`src/mysql_handshake_classifier_unit_macros.svh`:
```
// Assertion macros shared by the handshake classifier modules.
`ifndef MYSQL_HANDSHAKE_CLASSIFIER_UNIT_MACROS_SVH
`define MYSQL_HANDSHAKE_CLASSIFIER_UNIT_MACROS_SVH

// The consequent must hold in the same cycle as the antecedent.
`define MHC_ASSERT_NOW(lbl, clk, rstn, ante, cons) \
    lbl: assert property (@(posedge clk) disable iff (!(rstn)) (ante) |-> (cons)) \
        else $error("classifier assertion failed");

// The consequent must hold in the cycle after the antecedent.
`define MHC_ASSERT_NEXT(lbl, clk, rstn, ante, cons) \
    lbl: assert property (@(posedge clk) disable iff (!(rstn)) (ante) |=> (cons)) \
        else $error("classifier assertion failed");

`endif

```
`src/mhc_pkg.sv`:
```
// Shared constants and types for the handshake classifier.
package mhc_pkg;

    localparam int unsigned COUNT_BITS_DEF = 16;

    localparam int unsigned LEN_W      = 24;
    localparam int unsigned MIN_LEN    = 49;
    localparam int unsigned GREET_BACK = 26;
    localparam int unsigned FILL_LEN   = 13;
    localparam int unsigned AUTH_START = 13;
    localparam int unsigned AUTH_LEN   = 23;
    localparam int unsigned HDR_BYTES  = 4;

    // Greeting filler window, expressed as offsets added to the byte index.
    localparam int unsigned GREET_LO_OFS = GREET_BACK - HDR_BYTES;
    localparam int unsigned GREET_HI_OFS = GREET_BACK - HDR_BYTES - FILL_LEN + 1;

    localparam logic [7:0]  SEQ_GREETING = 8'd0;
    localparam logic [7:0]  SEQ_AUTH     = 8'd1;
    localparam logic [15:0] APP_LABEL    = 16'd3306;

    typedef struct packed {
        logic matched;
        logic kind;
    } t_result;

endpackage

```
`src/mysql_handshake_classifier_unit.sv`:
```
// Top level of the handshake classifier: input stage, tracker and result register.
// o_valid rises once a final byte moves from the input stage into the result register.
// Throughput: one payload byte per cycle while o_stall is low; the input stage and the
// result register let a new byte be taken while a finished result still waits downstream.
// Only a final byte waits for a pending result, and while it waits the input is stalled.
// Reset (synchronous, active low) empties both stages and clears the byte tracker.
module mysql_handshake_classifier_unit #(
    parameter int unsigned COUNT_BITS = mhc_pkg::COUNT_BITS_DEF
) (
    input  logic        i_clk,
    input  logic        i_rst_n,
    input  logic        i_valid,
    output logic        o_stall,
    input  logic [7:0]  i_payload_byte,
    input  logic        i_last_byte,
    output logic        o_valid,
    input  logic        i_stall,
    output logic        o_matched,
    output logic        o_packet_kind,
    output logic [15:0] o_app_label
);

    logic              r_s1_valid;
    logic [7:0]        r_s1_byte;
    logic              r_s1_last;
    logic              r_out_valid;
    mhc_pkg::t_result  r_out;
    mhc_pkg::t_result  core_result;

    logic out_free, s1_go, s1_free, in_take;

    assign out_free = !r_out_valid || !i_stall;
    // Middle bytes never need the result register, so only a final byte can wait.
    assign s1_go    = r_s1_valid && (!r_s1_last || out_free);
    assign s1_free  = !r_s1_valid || s1_go;
    assign o_stall  = !s1_free;
    assign in_take  = i_valid && s1_free;

    always_ff @(posedge i_clk) begin
        if (!i_rst_n) begin
            r_s1_valid <= 1'b0;
        end else if (s1_free) begin
            r_s1_valid <= i_valid;
        end
    end

    always_ff @(posedge i_clk) begin
        if (in_take) begin
            r_s1_byte <= i_payload_byte;
            r_s1_last <= i_last_byte;
        end
    end

    mhc_core #(
        .COUNT_BITS (COUNT_BITS)
    ) u_core (
        .i_clk    (i_clk),
        .i_rst_n  (i_rst_n),
        .i_step   (s1_go),
        .i_byte   (r_s1_byte),
        .i_last   (r_s1_last),
        .o_result (core_result)
    );

    always_ff @(posedge i_clk) begin
        if (!i_rst_n) begin
            r_out_valid <= 1'b0;
        end else if (s1_go && r_s1_last) begin
            r_out_valid <= 1'b1;
        end else if (!i_stall) begin
            r_out_valid <= 1'b0;
        end
    end

    always_ff @(posedge i_clk) begin
        if (s1_go && r_s1_last) begin
            r_out <= core_result;
        end
    end

    assign o_valid       = r_out_valid;
    assign o_matched     = r_out.matched;
    assign o_packet_kind = r_out.kind;
    assign o_app_label   = r_out.matched ? mhc_pkg::APP_LABEL : 16'h0000;

`include "mysql_handshake_classifier_unit_macros.svh"

`MHC_ASSERT_NEXT(a_last_gives_result, i_clk, i_rst_n, s1_go && r_s1_last, o_valid)
`MHC_ASSERT_NEXT(a_blocked_last_held, i_clk, i_rst_n, r_s1_valid && r_s1_last && !out_free, r_s1_valid && r_s1_last)
`MHC_ASSERT_NOW(a_kind_needs_match, i_clk, i_rst_n, o_valid && !o_matched, !o_packet_kind && (o_app_label == 16'h0000))

endmodule

```
`src/mhc_core.sv`:
```
// Per-payload state tracking and the match decision for one byte.
module mhc_core #(
    parameter int unsigned COUNT_BITS = mhc_pkg::COUNT_BITS_DEF
) (
    input  logic                 i_clk,
    input  logic                 i_rst_n,
    input  logic                 i_step,
    input  logic [7:0]           i_byte,
    input  logic                 i_last,
    output mhc_pkg::t_result     o_result
);

    localparam int unsigned CMP_W =
        ((COUNT_BITS > mhc_pkg::LEN_W) ? COUNT_BITS : mhc_pkg::LEN_W) + 1;

    logic [COUNT_BITS-1:0]       r_idx, n_idx;
    logic [mhc_pkg::LEN_W-1:0]   r_len, n_len;
    logic [7:0]                  r_seq, n_seq;
    logic                        r_zok, n_zok;

    logic [COUNT_BITS-1:0]       count;
    logic [CMP_W-1:0]            idx_ext, len_ext, new_len_ext, count_ext;
    logic [CMP_W-1:0]            lo_plus, hi_plus;
    logic                        in_greet, in_auth, hdr_byte;

    assign idx_ext     = CMP_W'(r_idx);
    assign len_ext     = CMP_W'(r_len);
    assign lo_plus     = idx_ext + CMP_W'(mhc_pkg::GREET_LO_OFS);
    assign hi_plus     = idx_ext + CMP_W'(mhc_pkg::GREET_HI_OFS);
    assign in_greet    = (lo_plus >= len_ext) && (hi_plus <= len_ext);
    assign in_auth     = (idx_ext >= CMP_W'(mhc_pkg::AUTH_START)) &&
                         (idx_ext < CMP_W'(mhc_pkg::AUTH_START + mhc_pkg::AUTH_LEN));
    assign hdr_byte    = idx_ext < CMP_W'(mhc_pkg::HDR_BYTES);
    assign count       = (r_idx != {COUNT_BITS{1'b1}}) ? r_idx + COUNT_BITS'(1) : r_idx;

    always_comb begin
        n_len = r_len;
        n_seq = r_seq;
        n_zok = r_zok;
        if (r_idx == COUNT_BITS'(0)) begin
            n_len = {16'h0000, i_byte};
        end else if (r_idx == COUNT_BITS'(1)) begin
            n_len[15:8] = i_byte;
        end else if (r_idx == COUNT_BITS'(2)) begin
            n_len[23:16] = i_byte;
        end else if (r_idx == COUNT_BITS'(3)) begin
            n_seq = i_byte;
        end else if (i_byte != 8'h00) begin
            if ((r_seq == mhc_pkg::SEQ_GREETING) && in_greet) begin
                n_zok = 1'b0;
            end
            if ((r_seq == mhc_pkg::SEQ_AUTH) && in_auth) begin
                n_zok = 1'b0;
            end
        end
        n_idx = count;
    end

    assign new_len_ext = CMP_W'(n_len);
    assign count_ext   = CMP_W'(count);

    always_comb begin
        o_result.matched = (count_ext >= CMP_W'(mhc_pkg::HDR_BYTES)) &&
                           (new_len_ext >= CMP_W'(mhc_pkg::MIN_LEN)) &&
                           (new_len_ext <= count_ext) &&
                           (n_seq <= mhc_pkg::SEQ_AUTH) && n_zok;
        o_result.kind    = o_result.matched & n_seq[0];
    end

    // The final byte of a payload returns the tracker to its reset values.
    always_ff @(posedge i_clk) begin
        if (!i_rst_n) begin
            r_idx <= '0;
            r_len <= '0;
            r_seq <= '0;
            r_zok <= 1'b1;
        end else if (i_step) begin
            if (i_last) begin
                r_idx <= '0;
                r_len <= '0;
                r_seq <= '0;
                r_zok <= 1'b1;
            end else begin
                r_idx <= n_idx;
                r_len <= n_len;
                r_seq <= n_seq;
                r_zok <= n_zok;
            end
        end
    end

`include "mysql_handshake_classifier_unit_macros.svh"

`MHC_ASSERT_NEXT(a_restart_after_last, i_clk, i_rst_n, i_step && i_last, (r_idx == '0) && r_zok)
`MHC_ASSERT_NEXT(a_len_frozen_after_hdr, i_clk, i_rst_n, i_step && !i_last && !hdr_byte, r_len == $past(r_len))
`MHC_ASSERT_NOW(a_short_no_match, i_clk, i_rst_n, hdr_byte && (r_idx != COUNT_BITS'(3)), !o_result.matched)

endmodule
```
`config.mk`:
```
export PLATFORM = sky130hd
export DESIGN_NAME = mysql_handshake_classifier_unit
export DESIGN_NICKNAME = d
export VERILOG_FILES = /design/src/mhc_pkg.sv /design/src/mysql_handshake_classifier_unit.sv /design/src/mhc_core.sv
export VERILOG_INCLUDE_DIRS = /design/src /design/src/src
export SDC_FILE = /design/constraint.sdc
export NUM_CORES = 1
export LEC_CHECK = 0
export BUFFER_PORTS_ARGS = -buffer_cell sky130_fd_sc_hd__buf_4
export CAP_MARGIN = 20
export CELL_PAD_IN_SITES_DETAIL_PLACEMENT = 2
export CELL_PAD_IN_SITES_GLOBAL_PLACEMENT = 2
export CORE_MARGIN = 2
export CORE_UTILIZATION = 37
export DETAILED_ROUTE_END_ITERATION = 7
export GPL_TIMING_DRIVEN = 1
export PLACE_DENSITY_LB_ADDON = 0.1
export SETUP_SLACK_MARGIN = 0.15
export SLEW_MARGIN = 10
export SYNTH_ARGS = -nofsm -noshare
export SYNTH_HDL_FRONTEND = slang
export SYNTH_SLANG_ARGS = --single-unit
```
`constraint.sdc`:
```
create_clock -name i_clk -period 4.05 [get_ports i_clk]
set_input_delay 0.2025 -clock i_clk [delete_from_list [all_inputs] [get_ports i_clk]]
set_output_delay 0.2025 -clock i_clk [all_outputs]
set_load 0.01 [all_outputs]
```
==> impl_metrics.py, run 1 <==
metrics = {
    "run_status": {
        "status": "finished clean",
    },
    "timing": {
        "slew_headroom_pct": 37.0,
        "grt_setup_unrepaired": "no",
        "hold_slack_ns": 0.0243,
        "clock_skew_ns": 0.0156,
        "period_needed_ns": 3.67,
        "worstMarginPinSlew_ns": 0.934,
        "finalCritPeriodShare_pct": 90.7,
        "setup-tns-final_ns": 0,
        "max_freq_mhz": 272,
        "setup_viol_count_final": 0,
        "hold_viol_final": 0,
        "slew_viol_final": 0,
    },
    "detailed_routing": {
        "wl_met1_um": 9050,
        "dr.first_iter.drc_count": 278,
        "viasPerCell": 5.93,
        "wl_met2_um": 9620,
        "wl_met3_um": 784,
        "vias": 5032,
        "dr.max_layer_used": "met4",
        "wire_per_inst_um": 23.6,
        "drc": 0,
        "drt_wl_total_um": 20000,
        "first_pass_iters": 5,
        "ant_nets": 0,
    },
    "logic_synthesis": {
        "yosys_warnings": 0,
        "ys_ff_latch": 62,
        "async_flop_share_pct": 0,
        "syn_avg_cell_area_um2": 7.90,
        "syn_area_um2": 5120,
        "synth_flop_cell": "dfxtp_1",
        "synth_area_leaders": "dfxtp_1, ha_1, edfxtp_1, xnor2_1, a22oi_1",
        "ys_seq_area_share_pct": 26.4,
        "synth_top_cell_by_area": "dfxtp_1",
        "synth_edf_count": 11,
        "synthCells": 648,
        "synthDistinctLibCells": 55,
        "yosys.area.top_type_share_pct": 19.9,
    },
    "worst_setup_path": {
        "critPathKind": "reg -> reg",
        "cp_top_family": "simple AND/OR/NAND/NOR gates",
        "worstPathCellList": "buf_4 > inv_1 > ha_1 > inv_1 > a21oi_1 > or2_2 > nor2_1 > nand3_1 > xnor2_1 > ha_1 > nand4_1 > nor4_1 > o31ai_1 > a311oi_1 > a211oi_2 > o21ai_2 > nor3_1",
        "cp_max_fo": 6,
        "crit_path_max_incr_delay_ns": 0.41,
        "critPathRequiredTime_ns": 4.16,
        "cp_slowest_cell": "dfxtp_1",
        "path_buf_inv": 3,
        "worst_ep_arrival_time_ns": 3.78,
        "cp-end-kind": "flip-flop",
        "crit_path_start_kind": "flip-flop",
    },
    "finish": {
        "areaGrowthSynthToFinish_pct": 13.9,
        "n_antenna_cell": 0,
        "drive_gt1_share_pct": 12.8,
        "fin_cells": 849,
        "fin_util_pct": 43.5,
        "fin_nets": 736,
    },
    "global_route": {
        "grt_pass1_vias": 5466,
        "antenna_found_initial": 0,
        "grt_overflow": 0,
        "grt_pass1_wl_um": 31300,
        "grt_use_total_pct": 28.4,
        "grt_max_degree": 52,
    },
    "floorplan": {
        "dieHeight_um": 122,
        "pin_count": 33,
        "start_util_pct": 38.2,
        "core-area_um2": 13400,
        "die_w_um": 122,
        "placementRows": 42,
        "dieArea_um2": 14800,
    },
    "clocking": {
        "cts_buffers": 9,
        "cts_hold_buf": 0,
        "root_buffer": "clkbuf_16",
        "htreeDepth": 3,
        "clk_pin_slew_ns": 0.07,
        "post_cts_buffers": 0,
        "clockBufferDepth": 2,
        "clkSinkCount": 62,
        "clk_latency_ns": 0.36,
        "cts_tree": "yes",
    },
    "worst_hold_path": {
        "hold_path.class": "in -> reg",
    },
    "pwr": {
        "p_int_uw": 1120,
        "p_sw_share_pct": 29.2,
        "power_leakage_uw": 0.00218,
        "power.switching_uw": 461,
        "pwr-share-seq_pct": 41.7,
        "power_frac_clock_pct": 49.0,
        "irDropWorstVdd_v": 0.000225,
        "comb_power_share_pct": 9.3,
        "power_density_nw_per_um2": 271,
    },
    "placement": {
        "gp_congestion": 0.887,
        "post-place-cells": 833,
        "place.port_buffers": 23,
        "hpwl_um": 15500,
    },
    "run": {
        "cap_violations": 0,
    },
}
## power by group through the flow
stage	Clock, µW	Sequential [µW]	Combinational, µW
after floorplan	0	661	96.7
after global placement	0	672	138
after detailed placement	0	672	145
after CTS	789	658	146
after global routing	811	660	163
final	774	659	147
## sequential cells by signal, summed over array words and instances (netlist names)
| name | count |
|---|---|
| o_valid | 1 |
| u_core.r_seq | 8 |
| u_core.r_zok | 1 |
| o_packet_kind | 1 |
| o_matched | 1 |
| r_s1_byte | 8 |
| r_s1_last | 1 |
| u_core.r_idx | 16 |
| r_s1_valid | 1 |
| u_core.r_len | 24 |
## per-stage QoR
stage | setup WS (ns) | power, µW | cell area (µm²)
global route | 0.141 | 1630 | 5830
floorplan | 0.769 | 758 | 5150
finish | 0.378 | 1580 | 5830
detailed placement | 0.162 | 817 | 5490
CTS | 0.170 | 1590 | 5780
global placement | 0.298 | 810 | 5490
## cell type report
cell class / count / area (µm²)
timing repair buffer: 49 / 380
clock buffer: 9 / 225
fill: 1550 / 7570
sequential: 62 / 1360
inverter: 30 / 113
clock inverter: 7 / 60.1
multi-input combinational: 516 / 3470
tap: 176 / 220
## timing repair
item	CTS	global route
pin swaps	0	2
setup endpoints to repair	1	3
resized for setup	2	13
hold endpoints to repair	0	0
## cell families after synthesis
family / after synthesis / synth area share [%]
other: 1 / 0.0732
buffers and inverters: 78 / 7.33
and+or+nand+nor: 263 / 27.3
muxes: 4 / 0.782
DFF: 62 / 26.4
adders and majority gates: 55 / 13.4
AOI/OAI and AO/OA: 147 / 18.2
xor gates and xnor gates: 38 / 6.50
## cells in the final DEF, fill, tap and decap left out, types with 5 or more instances in the layout
cell and instances:
nand2_1 61, ha_1 53, buf_4 48, dfxtp_1 46, nor2_1 38, o21ai_0 38, nor2b_1 36, a21oi_1 33
a22oi_1 32, inv_1 30, nand3_1 27, xnor2_1 27, nor3_1 20, nand4_1 16, and2_1 13, nor4_1 13
edfxtp_1 11, xor2_1 10, conb_1 9, clkbuf_16 9, and3_1 8, or3_1 6, a21boi_0 6, o211ai_1 5
inv_6 5, dfxtp_2 5
## cells in the mapped netlist, drive strengths merged, types with 4 or more instances
library cell	instances
nand4	18
nand2	61
dfxtp	51
a22oi	32
a21boi	6
buf	32
inv	30
and3	8
nor4	16
clkbuf	16
or3	6
xnor2	28
nand2b	4
nor2	39
a21oi	33
o211ai	5
ha	55
edfxtp	11
a211oi	4
o21ai	42
nand3	28
mux2i	4
and4	5
nor3	20
and2	14
nor2b	36
xor2	10
## per-layer routing
metal | track usage [%] | up-vias
met5 | 0 | -
met4 | 10.8 | 0
met3 | 6.23 | 34
met2 | 46.6 | 107
met1 | 36.4 | 2537
li1 | - | 2354
## final timing paths
path	from	end	slack, ns	cells past startpoint
setup / recovery	u_core.r_idx[1]$_SDFFE_PN0P_	o_matched$_DFFE_PP_	0.38	17
hold / removal	i_payload_byte[3]	r_s1_byte[3]$_DFFE_PP_	0.02	1
setup reg to reg	u_core.r_idx[1]$_SDFFE_PN0P_	o_matched$_DFFE_PP_	0.38	17
hold reg to reg	o_valid$_SDFFE_PN0P_	o_valid$_SDFFE_PN0P_	0.50	2
No activity file was read; power rests on OpenSTA's default activity.
==> inputs of run 2 (changes only) <==
--- a/config.mk
+++ b/config.mk
@@ -8,13 +8,11 @@
 export LEC_CHECK = 0
 export BUFFER_PORTS_ARGS = -buffer_cell sky130_fd_sc_hd__buf_4
 export CAP_MARGIN = 20
-export CELL_PAD_IN_SITES_DETAIL_PLACEMENT = 2
-export CELL_PAD_IN_SITES_GLOBAL_PLACEMENT = 2
 export CORE_MARGIN = 2
-export CORE_UTILIZATION = 37
+export CORE_UTILIZATION = 60
 export DETAILED_ROUTE_END_ITERATION = 7
 export GPL_TIMING_DRIVEN = 1
-export PLACE_DENSITY_LB_ADDON = 0.1
+export PLACE_DENSITY = 0.79
 export SETUP_SLACK_MARGIN = 0.15
 export SLEW_MARGIN = 10
 export SYNTH_ARGS = -nofsm -noshare
==> run 2 against run 1 <==
  * Clock power shrank 36%
  * Global-route usage increased by 5.8 points
  * Clock skew fell by 0.0017 ns
  * Highest routed layer unchanged
==> impl_metrics.py, run 2 (synthesis gave the netlist of run 1 again) <==
metrics = {
    "run_status": {
        "status": "finished clean",
    },
    "pwr": {
        "power_density_nw_per_um2": 233,
        "irDropWorstVdd_v": 0.000246,
        "power.switching_uw": 377,
        "p_int_uw": 913,
        "pwr-share-seq_pct": 50.9,
        "comb_power_share_pct": 10.6,
        "p_sw_share_pct": 29.2,
        "power_frac_clock_pct": 38.5,
        "power_leakage_uw": 0.00209,
    },
    "worst_setup_path": {
        "cp_max_fo": 13,
        "critPathRequiredTime_ns": 4.20,
        "crit_path_start_kind": "flip-flop",
        "critPathKind": "reg -> reg",
        "cp-end-kind": "flip-flop",
        "worst_ep_arrival_time_ns": 3.91,
    },
    "finish": {
        "layout_common_cells": "nand2_1, ha_1, dfxtp_1",
        "largest_register_ffs": 24,
        "areaGrowthSynthToFinish_pct": 8.14,
        "fin_nets": 724,
        "fin_cells": 766,
        "ff_latch_area_um2": 1360,
        "reg_top3": "u_core.r_len x24, u_core.r_idx x16",
        "drive_gt1_share_pct": 11.6,
        "multi_input_area_um2": 3470,
        "nFillCells": 728,
        "layout_commonest_cell": "nand2_1",
        "regMostFlops": "u_core.r_len",
        "n_antenna_cell": 0,
    },
    "floorplan": {
        "die_w_um": 96.4,
        "dieArea_um2": 9290,
        "dieHeight_um": 96.4,
        "core-area_um2": 8260,
        "start_util_pct": 62.0,
        "pin_count": 33,
        "placementRows": 33,
    },
    "detailed_routing": {
        "dr.first_iter.drc_count": 466,
        "vias": 5039,
        "drt_wl_total_um": 15400,
        "viasPerCell": 6.58,
        "wire_per_inst_um": 20.1,
        "ant_nets": 0,
        "drc": 0,
        "first_pass_iters": 5,
    },
    "global_route": {
        "grt_pass1_vias": 4710,
        "grt_use_total_pct": 34.1,
        "grt_pass1_wl_um": 23900,
        "grt_max_degree": 52,
        "grt_overflow": 0,
        "antenna_found_initial": 0,
    },
    "timing": {
        "max_freq_mhz": 266,
        "period_needed_ns": 3.76,
        "slew_viol_final": 0,
        "setup_viol_count_final": 0,
        "worstMarginPinSlew_ns": 0.926,
        "finalCritPeriodShare_pct": 92.8,
        "hold_viol_final": 0,
        "setup-tns-final_ns": 0,
        "clock_skew_ns": 0.0139,
        "hold_slack_ns": 0.0334,
        "slew_headroom_pct": 38.0,
        "grt_setup_unrepaired": "no",
    },
    "clocking": {
        "post_cts_buffers": 0,
        "ctsResizeCount": 1,
        "clkSinkCount": 62,
        "clk_latency_ns": 0.34,
        "cts_buffers": 9,
        "cts_hold_buf": 0,
        "cts_tree": "yes",
        "root_buffer": "clkbuf_8",
        "clk_pin_slew_ns": 0.08,
        "clockBufferDepth": 2,
        "htreeDepth": 3,
    },
    "placement": {
        "place.port_buffers": 23,
        "hpwl_um": 11700,
        "gp_congestion": 1.00,
        "post-place-cells": 750,
    },
    "worst_hold_path": {
        "hold_path.class": "in -> reg",
    },
    "run": {
        "cap_violations": 0,
    },
}
==> run 2: changes by cell type in the layout (fill, tap and decap cells not counted), moves of 3 or more <==
cell,change
clkinv_2,+3
clkbuf_16,-9
buf_4,-12
clkbuf_8,+9
inv_6,-3
==> run 2: path summary, 6_finish.rpt <==
path | cells after the start | startpoint | slack, ns | to
worst max-delay path | 12 | u_core.r_idx[7]$_SDFFE_PN0P_ | 0.29 | o_packet_kind$_DFFE_PP_
worst min-delay path | 1 | i_last_byte | 0.03 | r_s1_last$_DFFE_PP_
worst max register to register | 12 | u_core.r_idx[7]$_SDFFE_PN0P_ | 0.29 | o_packet_kind$_DFFE_PP_
worst min register to register | 2 | u_core.r_zok$_SDFFE_PN1P_ | 0.49 | u_core.r_zok$_SDFFE_PN1P_
==> run 2: critical path: stages, from the launching register on <==
cell and delay (ns):
dfxtp_1 0.67, nand4_1 0.27, or4_4 0.66, nand2_1 0.12, xor2_1 0.22, ha_1 0.30
a21oi_1 0.16, nand2_1 0.07, a21oi_1 0.18, o21ai_0 0.20, o21ai_0 0.25, nand4_1 0.18
nor4_2 0.29
==> run 2: final cells by class <==
cell class,instances,share of cell area (%)
inverters,30,2.03
multi-input cells,516,62.7
clock inverters,7,0.859
well taps,105,2.37
clock buffers,9,2.24
flip-flops and latches,62,24.6
repair buffers,37,5.24
==> run 2: power by group through the flow <==
stage               clock [µW]  combinational (µW)  sequential [µW]
global placement             0                 128              670
global route               522                 150              658
floorplan                    0                96.7              661
CTS                        498                 133              656
finish                     496                 137              657
detailed placement           0                 132              670
==> run 2: layer usage <==
metal / vias to the layer above / part of all wire [%] / track usage (%)
met2: 302 / 46 / 55.2
li1: 2327 / - / -
met3: 50 / 9.6 / 7.37
met1: 2360 / 40 / 44.0
met5: - / 0 / 0
met4: 0 / 3.9 / 14.6
==> run 2: stage by stage <==
step | util, % | area (µm²) | power, µW | setup slack (ns)
2_1_floorplan | - | 5150 | 758 | 0.769
3_3_place_gp | 64.3 | 5310 | 798 | 0.307
3_5_place_dp | 64.3 | 5310 | 802 | 0.149
4_1_cts | 66.4 | 5480 | 1290 | 0.238
5_1_grt | 67.0 | 5540 | 1330 | 0.151
6_report | 67.0 | 5540 | 1290 | 0.290
==> inputs of run 3 (changes only) <==
--- a/config.mk
+++ b/config.mk
@@ -6,13 +6,13 @@
 export SDC_FILE = /design/constraint.sdc
 export NUM_CORES = 1
 export LEC_CHECK = 0
-export BUFFER_PORTS_ARGS = -buffer_cell sky130_fd_sc_hd__buf_4
 export CAP_MARGIN = 20
 export CORE_MARGIN = 2
 export CORE_UTILIZATION = 60
 export DETAILED_ROUTE_END_ITERATION = 7
+export DONT_BUFFER_PORTS = 1
 export GPL_TIMING_DRIVEN = 1
-export PLACE_DENSITY = 0.79
+export PLACE_DENSITY = 0.76
 export SETUP_SLACK_MARGIN = 0.15
 export SLEW_MARGIN = 10
 export SYNTH_ARGS = -nofsm -noshare
==> run 3 against run 2 <==
  * The run now ends with hold timing left
  * Global-route usage up 2.0 points
  * Final cell count down 1.3%
  * Wire length up 5.0%
  * Sequential power about the same
  * Sequential share of layout area up 0.10 points
  * Worst setup slack worse by 0.073 ns
  * Power up 7.8%
  * Flip-flop and latch count unchanged
  * Critical path type unchanged
  * Largest power group unchanged
==> impl_metrics.py, run 3 (synthesis gave the netlist of run 1 again) <==
metrics = {
    "clocking": {
        "root_buffer": "clkbuf_8",
        "clk_pin_slew_ns": 0.08,
        "clk_latency_ns": 0.36,
        "cts_tree": "yes",
        "clkSinkCount": 62,
        "cts_buffers": 9,
        "clockBufferDepth": 2,
        "htreeDepth": 3,
    },
    "worst_setup_path": {
        "critPathRequiredTime_ns": 4.23,
        "timing.rr.start": "u_core.r_idx[12]$_SDFFE_PN0P_",
        "critical_path.startpoint": "u_core.r_idx[12]$_SDFFE_PN0P_",
        "crit_path_start_kind": "flip-flop",
        "worst_ep_arrival_time_ns": 4.01,
        "cp-end-kind": "flip-flop",
        "critPathKind": "reg -> reg",
        "cp_max_fo": 13,
    },
    "finish": {
        "regMostFlops": "u_core.r_len",
        "layout_common_cells": "nand2_1, ha_1, dfxtp_1",
        "n_antenna_cell": 0,
        "layout_commonest_cell": "nand2_1",
        "fin_nets": 714,
        "reg_top3": "u_core.r_len x24, u_core.r_idx x16",
        "largest_register_ffs": 24,
        "drive_gt1_share_pct": 7.53,
        "areaGrowthSynthToFinish_pct": 7.40,
    },
    "floorplan": {
        "dieArea_um2": 9290,
        "placementRows": 33,
        "dieHeight_um": 96.4,
        "core-area_um2": 8260,
        "pin_count": 33,
        "die_w_um": 96.4,
        "start_util_pct": 62.0,
    },
    "timing": {
        "period_needed_ns": 3.83,
        "max_freq_mhz": 261,
        "hold_slack_ns": -0.00120,
        "finalCritPeriodShare_pct": 94.7,
        "slew_viol_final": 0,
        "slew_headroom_pct": 37.2,
        "setup_ws_ns": 0.217,
        "setup-tns-final_ns": 0,
        "setup_viol_count_final": 0,
        "worstMarginPinSlew_ns": 0.934,
        "hold_viol_final": 1,
        "grt_setup_unrepaired": "no",
        "clock_skew_ns": 0.0106,
    },
    "global_route": {
        "antenna_found_initial": 0,
        "grt_max_degree": 46,
        "grt_use_total_pct": 36.1,
        "grt_pass1_vias": 4753,
        "grt_overflow": 0,
        "grt_pass1_wl_um": 24800,
    },
    "detailed_routing": {
        "wire_per_inst_um": 21.3,
        "first_pass_iters": 7,
        "viasPerCell": 6.64,
        "dr.first_iter.drc_count": 537,
        "vias": 5021,
        "drt_wl_total_um": 16100,
        "drc": 0,
        "ant_nets": 0,
    },
    "placement": {
        "place.port_buffers": 0,
        "gp_congestion": 1.00,
        "hpwl_um": 11800,
        "place_ws_ns": 0.180,
    },
    "pwr": {
        "irDropWorstVdd_v": 0.000226,
        "power_leakage_uw": 0.00203,
        "power_density_nw_per_um2": 253,
    },
    "run_status": {
        "status": "finished with violations",
        "violations": "hold timing",
    },
    "worst_hold_path": {
        "hp-start": "i_rst_n",
        "hold_path.class": "in -> reg",
    },
    "run": {
        "cap_violations": 0,
    },
}
==> run 3: layer usage <==
| metal | up-vias | track usage (%) | share of wire (%) |
|---|---|---|---|
| li1 | 2310 | - | - |
| met1 | 2360 | 47.1 | 41 |
| met2 | 285 | 56.3 | 45 |
| met3 | 66 | 7.53 | 8.4 |
| met4 | 0 | 18.5 | 4.8 |
| met5 | - | 0 | 0 |
==> run 3: timing repair <==
action / in CTS / in global routing
buffers inserted: 0 / 0
resized for setup: 0 / 10
setup endpoints to repair: 0 / 3
hold buffers: 11 / 1
endpoints found under the hold margin: 54 / 3
==> run 3: cell type report <==
type / instances / area, µm²
Timing Repair Buffer: 27 / 255
Multi-Input combinational cell: 516 / 3440
Fill cell: 714 / 2760
Sequential cell: 62 / 1360
Clock buffer: 9 / 124
Tap cell: 105 / 131
Inverter: 30 / 113
Clock inverter: 7 / 80.1
==> run 3: worst max-delay path, stage by stage (launching register included) <==
cell and delay (ns):
dfxtp_1 0.67, nand4_1 0.24, or3_1 0.44, nor4_1 0.42, xnor2_1 0.22, ha_1 0.36
nand4_1 0.12, nor3_1 0.49, nand2_1 0.09, o21ai_0 0.14, nand4_1 0.20, nor4_2 0.26
==> run 3: path summary, 6_finish.rpt <==
path / endpoint / slack [ns] / depth (start not counted)
max: o_packet_kind$_DFFE_PP_ / 0.22 / 11
min: u_core.r_idx[9]$_SDFFE_PN0P_ / -0.001 / 1
max reg2reg: o_packet_kind$_DFFE_PP_ / 0.22 / 11
min reg2reg: u_core.r_zok$_SDFFE_PN1P_ / 0.53 / 2
==> run 3: power breakdown <==
part | internal [µW] | switching (µW)
clock network | 293 | 303
logic | 52.2 | 83.5
registers | 637 | 22.0
==> run 3: stage by stage <==
stage / total power [µW] / std cells / hold WS [ns] / instance area, µm² / util [%]
floorplan: 758 / 656 / 0.301 / 5150 / -
global placement: 782 / 728 / 0.283 / 5140 / 62.3
detailed placement: 785 / 728 / 0.292 / 5140 / 62.3
CTS: 1380 / 755 / 0.000912 / 5470 / 66.2
global route: 1430 / 756 / 0.00532 / 5500 / 66.6
finish: 1390 / 756 / -0.00120 / 5500 / 66.6
